### config.mk
export PLATFORM = sky130hd
export DESIGN_NAME = rgb_to_visual_pixel_packer_dither_flat
export DESIGN_NICKNAME = d
export VERILOG_FILES = /design/src/hdl/vpp_pkg.sv /design/src/hdl/vpp_if.sv /design/src/hdl/vpp_pack.sv /design/src/hdl/vpp_dither.sv /design/src/hdl/rgb_to_visual_pixel_packer_dither.sv /design/src/flat_wrapper.sv
export SDC_FILE = /design/constraint.sdc
export NUM_CORES = 1
export LEC_CHECK = 0
export ABC_AREA = 0
export BUFFER_PORTS_ARGS = -buffer_cell sky130_fd_sc_hd__buf_4
export CELL_PAD_IN_SITES_DETAIL_PLACEMENT = 2
export CELL_PAD_IN_SITES_GLOBAL_PLACEMENT = 2
export CORE_MARGIN = 2
export CORE_UTILIZATION = 38
export CTS_BUF_LIST = sky130_fd_sc_hd__clkbuf_4
export CTS_CLUSTER_SIZE = 30
export DETAILED_ROUTE_END_ITERATION = 6
export PLACE_DENSITY_LB_ADDON = 0.1
export SYNTH_ARGS = -nofsm -noshare
export SYNTH_HDL_FRONTEND = slang
export SYNTH_SLANG_ARGS = --single-unit
### constraint.sdc
create_clock -name i_clk -period 9.15 [get_ports i_clk]
set_clock_uncertainty 0.15 [all_clocks]
set_input_delay 0 -clock i_clk [delete_from_list [all_inputs] [get_ports i_clk]]
set_output_delay 0 -clock i_clk [all_outputs]
set_load 0.05 [all_outputs]
### src/hdl/vpp_pkg.sv
`timescale 1ns / 1ps
// ----------------------------------------------------------------------------
// vpp_pkg
// Shared types, register codes and helpers for the pixel packer.
// ----------------------------------------------------------------------------
package vpp_pkg;

    localparam int unsigned CFG_IDX_W = 3;
    localparam int unsigned WORD_W    = 32;

    typedef enum logic [CFG_IDX_W-1:0] {
        CFG_RED_FLD    = 3'd0,
        CFG_GREEN_FLD  = 3'd1,
        CFG_BLUE_FLD   = 3'd2,
        CFG_FORMAT     = 3'd3,
        CFG_MSB_FIRST  = 3'd4,
        CFG_GRAY       = 3'd5
    } t_cfg_idx;

    typedef enum logic [1:0] {
        FMT_32 = 2'd0,
        FMT_24 = 2'd1,
        FMT_16 = 2'd2,
        FMT_8  = 2'd3
    } t_fmt;

    localparam logic [WORD_W-1:0] RED_FLD_RST   = 32'h00ff_0000;
    localparam logic [WORD_W-1:0] GREEN_FLD_RST = 32'h0000_ff00;
    localparam logic [WORD_W-1:0] BLUE_FLD_RST  = 32'h0000_00ff;

    typedef struct packed {
        logic [WORD_W-1:0] red_fld;
        logic [WORD_W-1:0] green_fld;
        logic [WORD_W-1:0] blue_fld;
        logic [4:0]        red_top;
        logic [4:0]        green_top;
        logic [4:0]        blue_top;
        t_fmt              fmt;
        logic              msb_first;
        logic              gray;
    } t_cfg;

    typedef struct packed {
        logic fire;    // request moves into the output register
        logic row;     // first pixel of a row
        logic active;  // 8 bpp dither mode
    } t_dith_ctl;

    // Position of the highest set bit; an empty mask gives 0 (its field is
    // masked to nothing anyway).
    function automatic logic [4:0] top_bit(input logic [WORD_W-1:0] mask);
        logic [4:0] pos;
        pos = '0;
        for (int i = 0; i < WORD_W; i++) begin
            if (mask[i]) begin
                pos = 5'(i);
            end
        end
        return pos;
    endfunction

endpackage

### src/hdl/vpp_if.sv
`timescale 1ns / 1ps
// ----------------------------------------------------------------------------
// vpp_if
// Valid/ready channels of the pixel packer: pixels in, words out, config.
// ----------------------------------------------------------------------------
interface vpp_pix_if;
    logic       valid;
    logic       ready;
    logic [7:0] red_in;
    logic [7:0] green_in;
    logic [7:0] blue_in;
    logic       row_begin;

    modport source (output valid, red_in, green_in, blue_in, row_begin, input ready);
    modport sink   (input valid, red_in, green_in, blue_in, row_begin, output ready);
endinterface

interface vpp_word_if;
    logic        valid;
    logic        ready;
    logic [31:0] pixel_word;

    modport source (output valid, pixel_word, input ready);
    modport sink   (input valid, pixel_word, output ready);
endinterface

interface vpp_cfg_if;
    logic        valid;
    logic        ready;
    logic [2:0]  index;
    logic [31:0] data;

    modport source (output valid, index, data, input ready);
    modport sink   (input valid, index, data, output ready);
endinterface

### src/hdl/vpp_pack.sv
`timescale 1ns / 1ps
// ----------------------------------------------------------------------------
// vpp_pack
// Packs one pixel into a 32, 24 or 16 bpp word, colour or gray.
// ----------------------------------------------------------------------------
module vpp_pack (
    input  vpp_pkg::t_cfg i_cfg,
    input  logic [7:0]    i_red,
    input  logic [7:0]    i_green,
    input  logic [7:0]    i_blue,
    output logic [31:0]   o_word
);

    function automatic logic [31:0] place(input logic [7:0] v, input logic [4:0] top,
                                          input logic [31:0] mask);
        logic [39:0] wide;
        wide = (40'(v) << top) >> 7;
        return wide[31:0] & mask;
    endfunction

    logic [31:0] u;
    logic [7:0]  g;

    assign u = place(i_red,   i_cfg.red_top,   i_cfg.red_fld)
             | place(i_green, i_cfg.green_top, i_cfg.green_fld)
             | place(i_blue,  i_cfg.blue_top,  i_cfg.blue_fld);
    assign g = i_red;

    always_comb begin
        o_word = '0;
        if (i_cfg.gray) begin
            unique case (i_cfg.fmt)
                vpp_pkg::FMT_32: o_word = i_cfg.msb_first ? {g, g, g, 8'h00}
                                                          : {8'h00, g, g, g};
                vpp_pkg::FMT_24: o_word = {8'h00, g, g, g};
                default:         o_word = {16'h0000, g[7:3], g[7:2], g[7:3]};
            endcase
        end else begin
            unique case (i_cfg.fmt)
                vpp_pkg::FMT_32: o_word = i_cfg.msb_first ? {u[7:0], u[15:8], u[23:16], u[31:24]}
                                                          : u;
                vpp_pkg::FMT_24: o_word = i_cfg.msb_first ? {8'h00, u[7:0], u[15:8], u[23:16]}
                                                          : {8'h00, u[23:0]};
                default:         o_word = i_cfg.msb_first ? {16'h0000, u[7:0], u[15:8]}
                                                          : {16'h0000, u[15:0]};
            endcase
        end
    end

endmodule

### src/hdl/vpp_dither.sv
`timescale 1ns / 1ps
// ----------------------------------------------------------------------------
// vpp_dither
// Row-wise error-diffusion dither to a 5x5x5 palette index, with the three
// wrapping 8-bit error registers.
// ----------------------------------------------------------------------------
module vpp_dither (
    input  logic                i_clk,
    input  logic                i_rst_n,
    input  vpp_pkg::t_dith_ctl  i_ctl,
    input  logic [7:0]          i_red,
    input  logic [7:0]          i_green,
    input  logic [7:0]          i_blue,
    output logic [6:0]          o_index
);

    // Returns {level, new error}.
    function automatic logic [10:0] quant(input logic [7:0] t, input logic [7:0] d);
        logic signed [9:0] ds;
        logic signed [9:0] ts;
        logic signed [9:0] s;
        logic signed [9:0] q;
        logic signed [9:0] e;
        ds = signed'({{2{d[7]}}, d});
        ts = signed'({2'b00, t});
        s  = ts + ds;
        if (s > 10'sd0 && s < 10'sd256) begin
            if (ds > -10'sd32 && ds < 10'sd32) begin
                q = (s + 10'sd31) & 10'sh1c0;
            end else if (ds > 10'sd31) begin
                q = (ts + 10'sd63) & 10'sh1c0;
            end else begin
                q = ts & 10'sh1c0;
            end
        end else if (s > 10'sd255) begin
            q = 10'sh100;
        end else begin
            q = 10'sd0;
        end
        e = s - q;
        return {q[8:6], e[7:0]};
    endfunction

    logic [7:0]  r_red_err, r_green_err, r_blue_err;
    logic [7:0]  n_red_err, n_green_err, n_blue_err;
    logic [7:0]  d_red, d_green, d_blue;
    logic [10:0] q_red, q_green, q_blue;

    // row start clears the error before the pixel is used
    assign d_red   = i_ctl.row ? 8'h00 : r_red_err;
    assign d_green = i_ctl.row ? 8'h00 : r_green_err;
    assign d_blue  = i_ctl.row ? 8'h00 : r_blue_err;

    assign q_red   = quant(i_red,   d_red);
    assign q_green = quant(i_green, d_green);
    assign q_blue  = quant(i_blue,  d_blue);

    assign o_index = 7'(q_red[10:8]) * 7'd25 + 7'(q_green[10:8]) * 7'd5
                   + 7'(q_blue[10:8]);

    always_comb begin
        n_red_err   = r_red_err;
        n_green_err = r_green_err;
        n_blue_err  = r_blue_err;
        if (i_ctl.fire) begin
            if (i_ctl.active) begin
                n_red_err   = q_red[7:0];
                n_green_err = q_green[7:0];
                n_blue_err  = q_blue[7:0];
            end else begin
                n_red_err   = d_red;
                n_green_err = d_green;
                n_blue_err  = d_blue;
            end
        end
    end

    always_ff @(posedge i_clk) begin
        if (!i_rst_n) begin
            r_red_err   <= '0;
            r_green_err <= '0;
            r_blue_err  <= '0;
        end else begin
            r_red_err   <= n_red_err;
            r_green_err <= n_green_err;
            r_blue_err  <= n_blue_err;
        end
    end

`ifndef ASSERT_OFF
    a_index_range: assert property (@(posedge i_clk) disable iff (!i_rst_n)
        i_ctl.fire |-> (o_index <= 7'd124))
        else $error("palette index out of range");

    a_row_clear: assert property (@(posedge i_clk) disable iff (!i_rst_n)
        (i_ctl.fire && i_ctl.row && !i_ctl.active)
        |=> (r_red_err == 8'h00 && r_green_err == 8'h00 && r_blue_err == 8'h00))
        else $error("row start did not clear dither error");

    a_err_hold: assert property (@(posedge i_clk) disable iff (!i_rst_n)
        !i_ctl.fire |=> $stable(r_red_err) && $stable(r_green_err) && $stable(r_blue_err))
        else $error("dither error moved without a request");
`endif

endmodule

### src/hdl/rgb_to_visual_pixel_packer_dither.sv
`timescale 1ns / 1ps
// ----------------------------------------------------------------------------
// rgb_to_visual_pixel_packer_dither
// RGB or gray pixel to packed display word, with an 8 bpp dithered palette.
// ----------------------------------------------------------------------------
// One pixel request per clock is taken and one word leaves per clock while
// the output does not stall; each pixel passes an input register and then a
// result register, which offers its word on the output. The one-per-clock
// rate holds because the dither error loop closes within the single stage
// between the two registers. A stalled output fills both registers, after
// which the input stalls too. Field mask top bits are found when a mask is
// written, so the pixel path only shifts, masks and swaps bytes. Write
// configuration only while no pixel is in flight.
module rgb_to_visual_pixel_packer_dither (
    input  logic             i_clk,
    input  logic             i_rst_n,
    vpp_pix_if.sink          i_pix,
    vpp_word_if.source       o_word,
    vpp_cfg_if.sink          i_cfg
);

    vpp_pkg::t_cfg      r_cfg;
    vpp_pkg::t_dith_ctl dith_ctl;

    logic        r_a_valid;
    logic [7:0]  r_a_red, r_a_green, r_a_blue;
    logic        r_a_row;
    logic        r_b_valid;
    logic [31:0] r_b_word;

    logic        b_take;
    logic        a_adv;
    logic        pix_fire;
    logic [7:0]  s_green, s_blue;
    logic [31:0] pack_word;
    logic [6:0]  pal_index;
    logic [31:0] n_b_word;

    // ------------------------------------------------------------------
    // configuration
    // ------------------------------------------------------------------
    assign i_cfg.ready = 1'b1;

    always_ff @(posedge i_clk) begin
        if (!i_rst_n) begin
            r_cfg.red_fld    <= vpp_pkg::RED_FLD_RST;
            r_cfg.green_fld  <= vpp_pkg::GREEN_FLD_RST;
            r_cfg.blue_fld   <= vpp_pkg::BLUE_FLD_RST;
            r_cfg.red_top    <= vpp_pkg::top_bit(vpp_pkg::RED_FLD_RST);
            r_cfg.green_top  <= vpp_pkg::top_bit(vpp_pkg::GREEN_FLD_RST);
            r_cfg.blue_top   <= vpp_pkg::top_bit(vpp_pkg::BLUE_FLD_RST);
            r_cfg.fmt        <= vpp_pkg::FMT_32;
            r_cfg.msb_first  <= 1'b0;
            r_cfg.gray       <= 1'b0;
        end else if (i_cfg.valid) begin
            unique case (i_cfg.index)
                vpp_pkg::CFG_RED_FLD: begin
                    r_cfg.red_fld <= i_cfg.data;
                    r_cfg.red_top <= vpp_pkg::top_bit(i_cfg.data);
                end
                vpp_pkg::CFG_GREEN_FLD: begin
                    r_cfg.green_fld <= i_cfg.data;
                    r_cfg.green_top <= vpp_pkg::top_bit(i_cfg.data);
                end
                vpp_pkg::CFG_BLUE_FLD: begin
                    r_cfg.blue_fld <= i_cfg.data;
                    r_cfg.blue_top <= vpp_pkg::top_bit(i_cfg.data);
                end
                vpp_pkg::CFG_FORMAT:    r_cfg.fmt       <= vpp_pkg::t_fmt'(i_cfg.data[1:0]);
                vpp_pkg::CFG_MSB_FIRST: r_cfg.msb_first <= i_cfg.data[0];
                vpp_pkg::CFG_GRAY:      r_cfg.gray      <= i_cfg.data[0];
                default: ;
            endcase
        end
    end

    // ------------------------------------------------------------------
    // two-register pipeline
    // ------------------------------------------------------------------
    assign b_take      = !r_b_valid || o_word.ready;
    assign a_adv       = r_a_valid && b_take;
    assign i_pix.ready = !r_a_valid || b_take;
    assign pix_fire    = i_pix.valid && i_pix.ready;

    always_ff @(posedge i_clk) begin
        if (!i_rst_n) begin
            r_a_valid <= 1'b0;
        end else if (i_pix.ready) begin
            r_a_valid <= i_pix.valid;
        end
    end

    always_ff @(posedge i_clk) begin
        if (pix_fire) begin
            r_a_red   <= i_pix.red_in;
            r_a_green <= i_pix.green_in;
            r_a_blue  <= i_pix.blue_in;
            r_a_row   <= i_pix.row_begin;
        end
    end

    // gray sample feeds all channels
    assign s_green = r_cfg.gray ? r_a_red : r_a_green;
    assign s_blue  = r_cfg.gray ? r_a_red : r_a_blue;

    vpp_pack u_pack (
        .i_cfg   (r_cfg),
        .i_red   (r_a_red),
        .i_green (s_green),
        .i_blue  (s_blue),
        .o_word  (pack_word)
    );

    assign dith_ctl.fire   = a_adv;
    assign dith_ctl.row    = r_a_row;
    assign dith_ctl.active = (r_cfg.fmt == vpp_pkg::FMT_8);

    vpp_dither u_dither (
        .i_clk   (i_clk),
        .i_rst_n (i_rst_n),
        .i_ctl   (dith_ctl),
        .i_red   (r_a_red),
        .i_green (s_green),
        .i_blue  (s_blue),
        .o_index (pal_index)
    );

    assign n_b_word = dith_ctl.active ? {25'd0, pal_index} : pack_word;

    always_ff @(posedge i_clk) begin
        if (!i_rst_n) begin
            r_b_valid <= 1'b0;
        end else if (b_take) begin
            r_b_valid <= r_a_valid;
        end
    end

    always_ff @(posedge i_clk) begin
        if (a_adv) begin
            r_b_word <= n_b_word;
        end
    end

    assign o_word.valid      = r_b_valid;
    assign o_word.pixel_word = r_b_word;

`ifndef ASSERT_OFF
    a_adv_lands: assert property (@(posedge i_clk) disable iff (!i_rst_n)
        a_adv |=> r_b_valid)
        else $error("advancing request lost before the result register");

    a_stall_holds: assert property (@(posedge i_clk) disable iff (!i_rst_n)
        (r_a_valid && !b_take) |=> (r_a_valid && $stable(r_a_red) && $stable(r_a_row)))
        else $error("input register dropped a stalled request");

    a_ready_full: assert property (@(posedge i_clk) disable iff (!i_rst_n)
        !i_pix.ready |-> (r_a_valid && r_b_valid))
        else $error("input stalled with room in the pipeline");
`endif

endmodule

### src/flat_wrapper.sv
// flat-port wrapper written by rule: the top's interface ports become plain ports
module rgb_to_visual_pixel_packer_dither_flat 
  (i_clk, i_rst_n, i_pix_valid, i_pix_red_in, i_pix_green_in, i_pix_blue_in, i_pix_row_begin, i_pix_ready, o_word_valid, o_word_pixel_word, o_word_ready, i_cfg_valid, i_cfg_index, i_cfg_data, i_cfg_ready);
  vpp_pix_if i_pix_i ();
  vpp_word_if o_word_i ();
  vpp_cfg_if i_cfg_i ();
  input  logic i_clk;
  input  logic i_rst_n;
  input wire logic [$bits(i_pix_i.valid)-1:0] i_pix_valid;
  input wire logic [$bits(i_pix_i.red_in)-1:0] i_pix_red_in;
  input wire logic [$bits(i_pix_i.green_in)-1:0] i_pix_green_in;
  input wire logic [$bits(i_pix_i.blue_in)-1:0] i_pix_blue_in;
  input wire logic [$bits(i_pix_i.row_begin)-1:0] i_pix_row_begin;
  output wire logic [$bits(i_pix_i.ready)-1:0] i_pix_ready;
  output wire logic [$bits(o_word_i.valid)-1:0] o_word_valid;
  output wire logic [$bits(o_word_i.pixel_word)-1:0] o_word_pixel_word;
  input wire logic [$bits(o_word_i.ready)-1:0] o_word_ready;
  input wire logic [$bits(i_cfg_i.valid)-1:0] i_cfg_valid;
  input wire logic [$bits(i_cfg_i.index)-1:0] i_cfg_index;
  input wire logic [$bits(i_cfg_i.data)-1:0] i_cfg_data;
  output wire logic [$bits(i_cfg_i.ready)-1:0] i_cfg_ready;
  assign i_pix_i.valid = i_pix_valid;
  assign i_pix_i.red_in = i_pix_red_in;
  assign i_pix_i.green_in = i_pix_green_in;
  assign i_pix_i.blue_in = i_pix_blue_in;
  assign i_pix_i.row_begin = i_pix_row_begin;
  assign i_pix_ready = i_pix_i.ready;
  assign o_word_valid = o_word_i.valid;
  assign o_word_pixel_word = o_word_i.pixel_word;
  assign o_word_i.ready = o_word_ready;
  assign i_cfg_i.valid = i_cfg_valid;
  assign i_cfg_i.index = i_cfg_index;
  assign i_cfg_i.data = i_cfg_data;
  assign i_cfg_ready = i_cfg_i.ready;
  rgb_to_visual_pixel_packer_dither u_core (.i_clk(i_clk), .i_rst_n(i_rst_n), .i_pix(i_pix_i), .o_word(o_word_i), .i_cfg(i_cfg_i));
endmodule
==> impl_results.md <==
- Run status: finished clean
- Number of buffers added for setup after CTS: 0
- Largest fanout on the critical path: 43
- Count of hold-fix buffers inserted at cts: 136
- Cell area after layout: 0.0163 mm2
- Total length of routed wires: 64900 um
- Depth of the CTS H-tree: 4
- Total GRT Usage: 34.7%
- Placed Instance Area: 0.0146 mm2
- Number of pins exceeding their max-slew limit in the final report: 0
- Global placer's final weighted congestion: 0.924
- Share of the cycle needed by the critical path after routing: 74.0%
- Estimated wirelength of the detail-placed design: 43700 um
- Kind of start point of the critical path: register
- Worst setup EP type: register
- Initial detailed-routing violation count: 1135
- Post-route setup slack: 2.38 ns
- Least-Margin Pin Slew: 1.21 ns
- Headroom to the max-slew limit: 18.9%
- Path type of the worst setup path: reg2reg
- Share of flip-flops with an asynchronous set or reset: 0%
- Number of enable-type register cells in the synthesized netlist: 57
- Die Span X: 193 um
- Clock sink count: 198
- Pin count of the biggest net entering global routing: 101
- Leak: 6.55 nW
- Data required, critical path: 9.53 ns
- Clk pin slew, worst setup/hold paths: 0.23 ns
- Clock Tree Root: sky130_fd_sc_hd__clkbuf_4
- Final hold violation count: 0
- Maximum capacitance violations: 0
- Predominant post-synthesis flop cell: sky130_fd_sc_hd__dfxtp_1
- Synthesized instance count: 1656
- Drt pass-1 iters: 5
- CTS tree: done
- Via-per-instance ratio: 6.23
- Total congestion overflow: 0
- Initial cell density of the core: 38.5%
- Remaining DRCs: 0
- Vias after detailed routing: 14300
- Final critical path time including I/O delays and setup: 6.77 ns
- I/O pin count: 100
- Quantity of I/O buffers inserted on ports: 98
- Setup repair after global routing missed its margin: no
- Net total in the final layout: 1940
- Max Clk Rate: 148 MHz
- Worst skew pair latency: 0.74 ns
- Number of warning messages in the yosys log: 0
- Average footprint of a synthesized cell: 8.22 um2
- Peak supply drop: 0.0813 mV
- Number of setup violations in the final report: 0
- Wire length of the first global-routing pass: 99200 um
- Average routed wire per standard cell: 28.3 um
- Post-placement worst setup slack: 2.44 ns
- Clock buffer count from CTS: 17
- Setup tns final: 0 ns
- Sequential-to-total area share from yosys stat: 33.3%
- Area growth syn-to-layout: 19.6%
- Kind of path behind the tightest hold check: in2reg
- Resized Gates After CTS: 0
- Maximum count of clock buffers along a single path: 2
- Share of cells above drive strength 1: 12.7%
- Netlist area before placement: 0.0136 mm2
- Antenna violations before repair: 2
- Ratio of total power to cell area: 128 mW/mm2
- Num rows: 69
- Core Region: 0.0354 mm2
- Distinct cells, synth: 100
- Vias in the first global route: 15500
- Syn_nets: 1778
- CP arrival: 7.15 ns
- Vertical extent of the die: 193 um
- Die footprint: 0.0374 mm2
- Flip-flop and latch count after synthesis: 198
- Post-detailed-route count of antenna-violating nets: 0
[power by group]
part / leakage (nW) / switching, W / total [W] / internal [W]
logic: 4.70 / 0.000354 / 0.000576 / 0.000221
registers: 1.69 / 0.0000328 / 0.000971 / 0.000938
clock network: 0.157 / 0.000413 / 0.000545 / 0.000132
[Yosys cell counts, drive strengths merged (5+ instances only)]
master	instances	area share (%)
buf	18	0.81
and2	19	0.87
o211ai	25	1.4
nand3	91	3.3
ha	50	4.6
fa	7	1.0
o31ai	10	0.59
nor3	32	1.2
edfxtp	57	13
a22o	8	0.51
mux4	19	3.1
nor3b	6	0.33
a21o	16	0.88
or3	9	0.41
nor2	81	2.2
nor4	13	0.60
o211a	6	0.44
nor2b	44	2.0
and3	23	1.1
a22oi	29	1.6
a221oi	8	0.56
mux2i	34	2.5
xnor2	26	1.7
a32oi	5	0.32
o221ai	10	0.64
dfxtp	141	21
a21boi	76	4.2
and2b	15	0.97
o22ai	17	0.78
o21ai	67	2.5
clkbuf	93	2.7
a21oi	70	2.6
nand2	309	8.5
xor2	9	0.58
a31oi	23	1.1
o21a	8	0.44
nand2b	13	0.65
inv	59	1.6
nand4	11	0.51
a211oi	10	0.59
mux2	17	1.4
[final timing paths]
kind,start,end,slack (ns),cells past startpoint
worst min register to register,u_core.r_cfg[51]$_SDFFE_PN0P_,u_core.r_cfg[51]$_SDFFE_PN0P_,0.34,2
worst max register to register,u_core.r_cfg[0]$_SDFFE_PN0P_,u_core.o_word.pixel_word[2]$_DFFE_PP_,2.38,22
worst max-delay path,u_core.r_cfg[0]$_SDFFE_PN0P_,u_core.o_word.pixel_word[2]$_DFFE_PP_,2.38,22
worst min-delay path,i_cfg_data[0],u_core.r_cfg[83]$_SDFFE_PN0P_,0.02,4
[cells by family (layout without fill, tap and decap cells)]
family | after synthesis | count (layout) | synth area share [%]
other | 1 | 3 | 0.0275
DFF | 198 | 198 | 33.3
adders and majority gates | 57 | 57 | 5.62
and+or+nand+nor | 687 | 687 | 24.0
xor gates and xnor gates | 35 | 35 | 2.25
AOI/OAI and AO/OA | 434 | 434 | 22.4
buffers and inverters | 174 | 349 | 5.31
muxes | 70 | 70 | 7.10
[worst max-delay path: stages, from the launching register on]
cell and delay (ns):
sky130_fd_sc_hd__dfxtp_2 0.44, sky130_fd_sc_hd__buf_4 0.48, sky130_fd_sc_hd__mux2i_1 0.42, sky130_fd_sc_hd__inv_1 0.10, sky130_fd_sc_hd__ha_1 0.29, sky130_fd_sc_hd__nand3_1 0.10, sky130_fd_sc_hd__a221oi_1 0.37, sky130_fd_sc_hd__nor3_1 0.13
sky130_fd_sc_hd__o21ba_2 0.22, sky130_fd_sc_hd__xnor2_1 0.40, sky130_fd_sc_hd__nand3_1 0.25, sky130_fd_sc_hd__a31oi_1 0.23, sky130_fd_sc_hd__a21oi_1 0.14, sky130_fd_sc_hd__ha_1 0.32, sky130_fd_sc_hd__ha_1 0.27, sky130_fd_sc_hd__ha_1 0.31
sky130_fd_sc_hd__fa_1 0.57, sky130_fd_sc_hd__inv_1 0.07, sky130_fd_sc_hd__fa_1 0.51, sky130_fd_sc_hd__nand2_1 0.09, sky130_fd_sc_hd__nand2_1 0.05, sky130_fd_sc_hd__a221o_1 0.35, sky130_fd_sc_hd__a221oi_1 0.27
[routing by layer]
metal  track usage (%)  share of wire, %  vias up
li1                  -                 -     6319
met5                 0                 0        -
met1              44.4                42     7333
met4              15.9               4.9        0
met3              5.25               5.5      148
met2              57.8                47      492
[placed cells by master, fill, tap and decap left out, drive strengths merged, types with 67 or more instances in the layout]
cell type and count:
nand2 309, dfxtp 141, dlygate4sd3 136, buf 120
nand3 91, nor2 81, a21boi 76, a21oi 70
o21ai 67, inv 67
[area by class of cell]
type	instances	area (um2)
sequential	198	4540
inverter	61	229
clock inverter	15	179
clock buffer	17	128
timing repair buffer	256	2260
antenna	2	5.00
tap	461	577
multi-input combinational	1284	8370
fill	3931	19100
[metrics by stage]
step / power, W / hold slack, ns / cells / utilization, %
after floorplan: 0.00129 / -0.0511 / 1656 / -
after global placement: 0.00148 / 0.0286 / 2124 / 41.3
after detailed placement: 0.00150 / 0.0299 / 2124 / 41.3
after CTS: 0.00206 / 0.00330 / 2292 / 46.0
after global routing: 0.00218 / 0.00595 / 2293 / 46.0
final: 0.00209 / 0.0206 / 2294 / 46.0
[state kept, by name, summed over array words and instances (netlist names)]
signal                       flops
u_core.o_word.pixel_word        32
u_core.r_a_row                   1
u_core.r_a_red                   8
u_core.u_dither.r_green_err      8
u_core.u_dither.r_red_err        8
u_core.r_a_valid                 1
u_core.r_cfg                   115
u_core.r_a_blue                  8
u_core.o_word.valid              1
u_core.u_dither.r_blue_err       8
u_core.r_a_green                 8
Power figures use the tool's default switching activity.
